File: src/hw/rtl/decad_pkg.sv
// decad_pkg: shared types, constants and the frame check function for the
// dual encoder check-bit and angle decoder. No dependencies.
`default_nettype none

package decad_pkg;

  localparam int unsigned FRAME_W = 16;
  localparam int unsigned POS_W   = 14;
  localparam int unsigned ZERO_W  = 15;
  localparam int unsigned ANGLE_W = 16;

  localparam logic [ZERO_W-1:0] FULL_TURN = 15'h4000;

  typedef enum logic [1:0] {
    KIND_SAMPLE  = 2'd0,
    KIND_CAPTURE = 2'd1,
    KIND_LOAD    = 2'd2,
    KIND_RSVD    = 2'd3
  } kind_t;

  typedef struct packed {
    kind_t               kind;
    logic [FRAME_W-1:0]  az_frame;
    logic [FRAME_W-1:0]  alt_frame;
    logic [ZERO_W-1:0]   az_offset_in;
    logic [ZERO_W-1:0]   alt_offset_in;
  } in_item_t;

  typedef struct packed {
    logic                ok;
    logic                az_bad;
    logic                alt_bad;
    logic [ANGLE_W-1:0]  az_angle;
    logic [ANGLE_W-1:0]  alt_angle;
  } out_item_t;

  // Bit 15 is the inverted parity of odd position bits, bit 14 of even ones.
  function automatic logic frame_good(input logic [FRAME_W-1:0] frame);
    logic odd_chk;
    logic even_chk;
    odd_chk  = ~(frame[13] ^ frame[11] ^ frame[9] ^ frame[7] ^ frame[5] ^ frame[3] ^ frame[1]);
    even_chk = ~(frame[12] ^ frame[10] ^ frame[8] ^ frame[6] ^ frame[4] ^ frame[2] ^ frame[0]);
    return (frame[15] == odd_chk) && (frame[14] == even_chk);
  endfunction

endpackage

`default_nettype wire

File: src/hw/rtl/dual_encoder_checkbit_angle_decode.sv
// Dual encoder check-bit verifier and angle decoder, top level.
// Depends on decad_pkg and decad_calc.
//
// Takes one word per cycle while not stalled by out_tready, holding an azimuth
// and an altitude encoder frame, checks both frames' check bits and returns
// one word with the status flags and the two angles relative to the stored
// zero offsets, in counts of 360/16384 degree. A capture word whose frames
// both pass makes its own readings the new zeros, a load word writes the zeros
// from its offset fields. Throughput is one word per clock without a stall; a
// word passes the input register, then the result register fed by the
// single-pass decode logic. The zero registers update as a word moves on to
// the result register, so the next word always sees them. Backpressure on out_tready propagates to in_tready.
`default_nettype none

module dual_encoder_checkbit_angle_decode (
  input  wire         clk,
  input  wire         rst_n,
  input  wire         in_tvalid,
  output logic        in_tready,
  // [15:0] az_frame, [31:16] alt_frame, [46:32] az_offset_in,
  // [61:47] alt_offset_in, [63:62] zero
  input  wire  [63:0] in_tdata,
  // [1:0] kind
  input  wire  [1:0]  in_tuser,
  output logic        out_tvalid,
  input  wire         out_tready,
  // [15:0] az_angle, [31:16] alt_angle
  output logic [31:0] out_tdata,
  // [0] ok, [1] az_bad, [2] alt_bad
  output logic [2:0]  out_tuser
);

  logic                           s1_v_r;
  decad_pkg::in_item_t            s1_r;
  logic                           out_v_r;
  decad_pkg::out_item_t           out_r;
  logic [decad_pkg::ZERO_W-1:0]   az_zero_r;
  logic [decad_pkg::ZERO_W-1:0]   alt_zero_r;

  decad_pkg::in_item_t            in_item;
  decad_pkg::out_item_t           res;
  logic [decad_pkg::ZERO_W-1:0]   az_zero_nxt;
  logic [decad_pkg::ZERO_W-1:0]   alt_zero_nxt;
  logic                           out_free;
  logic                           s1_adv;
  logic                           in_acc;

  assign in_item.kind          = decad_pkg::kind_t'(in_tuser);
  assign in_item.az_frame      = in_tdata[15:0];
  assign in_item.alt_frame     = in_tdata[31:16];
  assign in_item.az_offset_in  = in_tdata[46:32];
  assign in_item.alt_offset_in = in_tdata[61:47];

  assign out_free  = ~out_v_r | out_tready;
  assign s1_adv    = s1_v_r & out_free;
  assign in_tready = ~s1_v_r | out_free;
  assign in_acc    = in_tvalid & in_tready;

  decad_calc u_calc (
    .item         (s1_r),
    .az_zero      (az_zero_r),
    .alt_zero     (alt_zero_r),
    .res          (res),
    .az_zero_nxt  (az_zero_nxt),
    .alt_zero_nxt (alt_zero_nxt)
  );

  always_ff @(posedge clk) begin
    if (!rst_n) begin
      s1_v_r     <= 1'b0;
      out_v_r    <= 1'b0;
      az_zero_r  <= '0;
      alt_zero_r <= '0;
    end else begin
      if (in_tready) begin
        s1_v_r <= in_tvalid;
      end
      if (out_free) begin
        out_v_r <= s1_v_r;
      end
      // advance zeros only when the word leaves the input register
      if (s1_adv) begin
        az_zero_r  <= az_zero_nxt;
        alt_zero_r <= alt_zero_nxt;
      end
    end
  end

  always_ff @(posedge clk) begin
    if (in_acc) begin
      s1_r <= in_item;
    end
    if (s1_adv) begin
      out_r <= res;
    end
  end

  assign out_tvalid = out_v_r;
  assign out_tdata  = {out_r.alt_angle, out_r.az_angle};
  assign out_tuser  = {out_r.alt_bad, out_r.az_bad, out_r.ok};

endmodule

`default_nettype wire

File: src/hw/rtl/decad_calc.sv
// decad_calc: combinational check-bit test, offset update and angle math for
// one item. Depends on decad_pkg.
`default_nettype none

module decad_calc (
  input  var decad_pkg::in_item_t          item,
  input  wire [decad_pkg::ZERO_W-1:0]      az_zero,
  input  wire [decad_pkg::ZERO_W-1:0]      alt_zero,
  output decad_pkg::out_item_t             res,
  output logic [decad_pkg::ZERO_W-1:0]     az_zero_nxt,
  output logic [decad_pkg::ZERO_W-1:0]     alt_zero_nxt
);

  logic                            az_ok;
  logic                            alt_ok;
  logic [decad_pkg::POS_W-1:0]     az_raw;
  logic [decad_pkg::POS_W-1:0]     alt_raw;
  logic [decad_pkg::ZERO_W-1:0]    az_zero_use;
  logic [decad_pkg::ZERO_W-1:0]    alt_zero_use;

  assign az_ok   = decad_pkg::frame_good(item.az_frame);
  assign alt_ok  = decad_pkg::frame_good(item.alt_frame);
  assign az_raw  = item.az_frame[decad_pkg::POS_W-1:0];
  assign alt_raw = item.alt_frame[decad_pkg::POS_W-1:0];

  always_comb begin
    az_zero_use  = az_zero;
    alt_zero_use = alt_zero;
    res.ok       = 1'b0;
    res.az_bad   = ~az_ok;
    res.alt_bad  = ~alt_ok;
    res.az_angle = '0;
    res.alt_angle = '0;
    az_zero_nxt  = az_zero;
    alt_zero_nxt = alt_zero;

    case (item.kind)
      decad_pkg::KIND_LOAD: begin
        az_zero_nxt  = item.az_offset_in;
        alt_zero_nxt = item.alt_offset_in;
        res.ok       = 1'b1;
        res.az_bad   = 1'b0;
        res.alt_bad  = 1'b0;
      end
      default: begin
        if (az_ok && alt_ok) begin
          if (item.kind == decad_pkg::KIND_CAPTURE) begin
            az_zero_use  = {1'b0, az_raw};
            alt_zero_use = decad_pkg::FULL_TURN - {1'b0, alt_raw};
          end
          az_zero_nxt   = az_zero_use;
          alt_zero_nxt  = alt_zero_use;
          res.ok        = 1'b1;
          res.az_angle  = {2'b00, az_raw} - {1'b0, az_zero_use};
          res.alt_angle = {1'b0, decad_pkg::FULL_TURN} - {2'b00, alt_raw}
                          - {1'b0, alt_zero_use};
        end
      end
    endcase
  end

endmodule

`default_nettype wire
File: config.mk
export PLATFORM = sky130hd
export DESIGN_NAME = dual_encoder_checkbit_angle_decode
export DESIGN_NICKNAME = d
export VERILOG_FILES = /design/src/hw/rtl/decad_pkg.sv /design/src/hw/rtl/dual_encoder_checkbit_angle_decode.sv /design/src/hw/rtl/decad_calc.sv
export SDC_FILE = /design/constraint.sdc
export NUM_CORES = 1
export LEC_CHECK = 0
export BUFFER_PORTS_ARGS = -buffer_cell sky130_fd_sc_hd__clkbuf_2
export CORE_ASPECT_RATIO = 0.75
export CORE_UTILIZATION = 52
export CTS_CLUSTER_SIZE = 12
export DETAILED_ROUTE_END_ITERATION = 6
export PLACE_DENSITY = 0.89
export SYNTH_ARGS = -nofsm -noshare
export SYNTH_HDL_FRONTEND = slang
export SYNTH_SLANG_ARGS = --single-unit
File: constraint.sdc
create_clock -name clk -period 3.8 [get_ports clk]
set_clock_uncertainty 0.15 [all_clocks]
set_input_delay 0.76 -clock clk [delete_from_list [all_inputs] [get_ports clk]]
set_output_delay 0.76 -clock clk [all_outputs]
set_load 0.03 [all_outputs]
# After elaboration in Yosys (flattened, before gate mapping)
# Cells that the tools add are included.
# totals
reg_bits,131
output_inout_bits,37
elab_cells,78
input_bits,70
# op_classes
reduce_logical,6
n_eq_ne,6
bitwise,37
addsub,4
n_mux,11
# op_table
cell,count
2-to-1 mux 15 bit,10
bitwise XOR 1 bit,24
subtractor 14 x 15 -> 16 bit,1
subtractor 15 x 14 -> 16 bit (first input constant),1
subtractor 16 x 15 -> 16 bit,1
subtractor 15 x 14 -> 15 bit (first input constant),1
inverter 1 bit,9
== test 1 bit,4
logical AND 1 bit,3
AND 1 bit,2
== test 2 x 1 -> 1 bit (second input constant),1
== test 2 bit (second input constant),1
OR 1 bit,2
AND reduction 2 bit,1
nonzero test 2 bit,1
OR reduction 2 bit,1
2-to-1 mux 1 bit,1

# Depth between registers and ports, before layout
# depth
word_depth,14
ltp_mapped,17
depth_no_buf,16

# Hierarchy
# Synthesis repeated with hierarchy kept, for this count alone.
# unflattened
cells_unflattened,700
area_unflattened_um2,7440.9
# modules_own_cells
mod,seq_area_each_um2,instances,area_per_inst_um2,cells_each
dual_encoder_checkbit_angle_decode,3613.5,1,4291.6,239
decad_calc,0.0,1,3149.3,461

# Worst setup path before layout
# Ideal clock, no wire load.
# synth_path
kind,input to register
start,input out_tready
end,register alt_zero_r[11] in the netlist's numbering
arrival_time_ns,3.470
path_buffers,2
path_stages,7
t_required_ns,3.579
slack_ns,0.110
cell_sequence,nor2b_1 -> nor2b_1 -> and2_4 -> buf_8 -> buf_12 -> o211ai_2 -> a21oi_2
# synth_via
elab_chain_len,3
# synth_lines
element,line_no,source
start: declaration,dual_encoder_checkbit_angle_decode.sv:26,"input wire out_tready,"
OR 1 bit,dual_encoder_checkbit_angle_decode.sv:54,assign out_free = ~out_v_r | out_tready;
AND 1 bit,dual_encoder_checkbit_angle_decode.sv:55,assign s1_adv = s1_v_r & out_free;
net s1_adv,dual_encoder_checkbit_angle_decode.sv:45,logic s1_adv;
AND reduction 2 bit (no line),--,
end signal: assignment,dual_encoder_checkbit_angle_decode.sv:84,alt_zero_r <= alt_zero_nxt;
end: declaration,dual_encoder_checkbit_angle_decode.sv:38,logic [decad_pkg::ZERO_W-1:0] alt_zero_r;
# The timed path passes the listed nets, and every way through them passes these cells.
# A chain may end at the register's enable or synchronous reset.

# Worst setup path after layout
# layout_path
start,register s1_r[34] in the netlist's numbering
end,"register out_r, in the netlist out_tdata[29], data pin"
# layout_via
elab_chain_len,9
word_cells_on_any_way,15
# layout_lines
element,line_no,source
start: declaration,dual_encoder_checkbit_angle_decode.sv:34,decad_pkg::in_item_t s1_r;
start signal: assignment,dual_encoder_checkbit_angle_decode.sv:91,s1_r <= in_item;
branches (longest 9 deep; another with subtractor 16 x 15 -> 16 bit),--,
end signal: assignment,dual_encoder_checkbit_angle_decode.sv:94,out_r <= res;
end: declaration,dual_encoder_checkbit_angle_decode.sv:36,decad_pkg::out_item_t out_r;
# Parallel ways; which one is timed is not known. The select of a mux whose other input is x is not followed.

==> results.sh <==
export IMPL_status="complete, no violations"
export IMPL_vias=5165
export IMPL_rrSetupSlack_ps=70
export IMPL_io_pins=107
export IMPL_hold_class="register to register"
export IMPL_first_pass_iters=6
export IMPL_multi_input_area_um2=3080
export IMPL_final_nets=853
export IMPL_relSlewSlack_pct=21.8
export IMPL_hold_worst_slack_ps=304
export IMPL_min_from="az_zero_r[13]$_SDFFE_PN0P_"
export IMPL_final_cell_mix="104 x clkbuf_2, 99 x edfxtp_1, 70 x nand2_1, 48 x nor2_1, 43 x a21oi_1"
export IMPL_numCtsBuffers=17
export IMPL_worstPathArrival_ps=3750
export IMPL_coreArea_um2=12500
export IMPL_drv_slew=0
export IMPL_syn_area_um2=6830
export IMPL_hold_end="az_zero_r[13]$_SDFFE_PN0P_"
export IMPL_start_util_pct=54.5
export IMPL_grt_use_total_pct=24.2
export IMPL_syn_inst=616
export IMPL_regArea_um2=3610
export IMPL_htreeDepth=4
export IMPL_die_h_um=101
export IMPL_clock_fmax_ghz=0.268
export IMPL_wire_per_inst_um=17.3
export IMPL_synth_cell_types=53
export IMPL_drv_cap=0
export IMPL_setup_viol=0
export IMPL_clockBufferDepth=2
export IMPL_worst_slack_ps=69.8
export IMPL_yosysWarningCount=0
export IMPL_ant_nets=0
export IMPL_cts_root_buf="clkbuf_16"
export IMPL_worst_r2r_cell_count=16
export IMPL_mostFrequentLayoutCell="clkbuf_2"
export IMPL_post_route_period_util_pct=98.2
export IMPL_power_mw=3.98
export IMPL_path_class="register to register"
export IMPL_seq_area_frac_synth_pct=52.9
export IMPL_worstReg2RegEnd="out_tdata[29]$_SDFFCE_PP0P_"
export IMPL_synthFlopType="edfxtp_1"
export IMPL_n_fill_cell=968
export IMPL_rows=35
export IMPL_p_leak_nw=3.36
export IMPL_clkTransAtPathRegs_ps=60
export IMPL_crit_path_start_kind="register"
export IMPL_syn_nets=731
export IMPL_period_needed_ps=3730
export IMPL_drt_total_wl_um=15900
export IMPL_r2r_start="s1_r[34]$_DFFE_PP_"
export IMPL_synthArstFlopShare_pct=0
export IMPL_postCtsHoldBufs=0
export IMPL_hpwl_um=11600
export IMPL_route_detailed_drc=0
export IMPL_cp_max_fo=5
export IMPL_tightestPinTransition_ps=1170
export IMPL_io_buffers=104
export IMPL_hold_depth=2
export IMPL_synthToLayoutAreaGrowth_pct=20.7
export IMPL_synth_seq_cells=131
export IMPL_insertion_delay_ps=420
export IMPL_die_area_um2=13600
export IMPL_grt_overflow=0
export IMPL_gp_congestion=0.893
export IMPL_cts_tree="built"
export IMPL_peakVddDrop_uv=399
export IMPL_antenna_cells=0
export IMPL_endpoint_kind="register"
export IMPL_drt_iter0_drc=417
export IMPL_postSynthAreaPerCell_um2=11.1
export IMPL_synth_edf_count=99
export IMPL_grt_pass1_vias=4723
export IMPL_post_place_ws_ps=36.1
export IMPL_hold_violations=0
export IMPL_power_density_nw_per_um2=483
export IMPL_drive_gt1_share_pct=26.5
export IMPL_grt_max_degree=61
export IMPL_grt_pass1_wl_um=24700
export IMPL_via_per_inst=5.63
export IMPL_cp_data_required_time_ps=3820
export IMPL_cts_sinks=131
export IMPL_antenna_found_initial=0
export IMPL_die_x_um=134
where the power goes:
| group | internal (mW) | switching (mW) | total [mW] |
|---|---|---|---|
| clock | 0.917 | 0.625 | 1.54 |
| combinational | 0.301 | 0.458 | 0.759 |
| sequential | 1.64 | 0.0454 | 1.68 |
how the worst max path moves through the flow:
stage	start	slack (ps)	to
floorplan	out_tready	110	alt_zero_r[11]$_SDFFE_PN0P_
finish	s1_r[34]$_DFFE_PP_	70	out_tdata[29]$_SDFFCE_PP0P_
global route	s1_r[30]$_DFFE_PP_	-30	out_tdata[29]$_SDFFCE_PP0P_
detailed placement	s1_r[30]$_DFFE_PP_	40	out_tdata[30]$_SDFFCE_PP0P_
CTS	s1_r[63]$_DFFE_PP_	4	out_tdata[14]$_SDFFCE_PP0P_
global placement	s1_r[30]$_DFFE_PP_	80	out_tdata[30]$_SDFFCE_PP0P_
synth_stat cells, drive strengths merged (2+ instances only):
cell | n | area share (%)
a21o | 9 | 1.1
o21a | 3 | 0.33
mux2i | 19 | 2.8
edfxtp | 99 | 44
a31oi | 2 | 0.18
o211ai | 24 | 3.4
inv | 29 | 1.6
nand2b | 6 | 0.55
and3 | 7 | 0.64
clkbuf | 13 | 0.71
xor2 | 12 | 1.5
o22ai | 4 | 0.37
nor3 | 14 | 1.0
a21oi | 58 | 4.8
xnor2 | 41 | 5.3
or3 | 3 | 0.27
dfxtp | 32 | 9.4
and2 | 5 | 0.49
nor2b | 10 | 0.92
ha | 43 | 7.9
nor3b | 4 | 0.44
buf | 9 | 1.0
o211a | 2 | 0.29
nand3 | 9 | 0.66
nor2 | 49 | 2.7
fa | 2 | 0.59
nand2 | 71 | 4.0
o21ai | 20 | 1.5
logic make-up after synthesis:
group / share of synthesized area (%)
compound gates: 13.7
flops: 52.9
buf+inv: 3.33
fa+ha+maj: 8.46
xor+xnor: 6.79
simple gates: 12.1
mux: 2.78
repair_timing:
item                       4_1_cts  5_1_grt
buffers inserted                 0        1
setup endpoints to repair        1       10
pin swaps                        0        3
resized for setup                1       19
cloned                           0        0
per-layer routing:
| layer | track usage [%] | routed length (um) |
|---|---|---|
| met1 | 36.0 | 7470 |
| met2 | 34.2 | 6670 |
| met3 | 6.41 | 1470 |
| met4 | 8.38 | 268 |
| met5 | 0 | 0 |
state kept, by name, indices dropped and copies added, names as in the netlist:
| name | flops |
|---|---|
| s1_r | 64 |
| out_tdata | 32 |
| alt_zero_r | 15 |
| az_zero_r | 15 |
| out_tuser | 3 |
| out_tvalid | 1 |
| s1_v_r | 1 |
cell type report:
class                   instances  area share, %
repair buffers                125           8.23
flip-flops and latches        131           43.8
clock inverters                12           1.34
multi-input cells             434           37.3
clock buffers                  20           5.42
inverters                      29           1.32
well taps                     166           2.52
worst max-delay path, stage by stage, from the launching register on:
cell,delay [ps]
edfxtp_1,410
nor3_2,280
buf_4,170
nand3_1,90
xnor2_1,160
nor2_1,50
a21oi_1,260
ha_1,310
ha_1,380
nor2_1,110
nor2_1,50
o21ai_0,250
o21ai_1,150
a21o_1,230
a21oi_2,200
xor2_1,180
nor2_1,60
through the flow:
step / TNS [ps] / util (%) / area, um2 / std cells
after global placement: 0 / 60.7 / 7600 / 884
final: 0 / 65.8 / 8240 / 917
after floorplan: 0 / - / 6830 / 616
after CTS: 0 / 65.2 / 8160 / 916
after detailed placement: 0 / 60.7 / 7600 / 884
after global routing: -34.4 / 65.8 / 8240 / 917
Power figures use the tool's default switching activity.
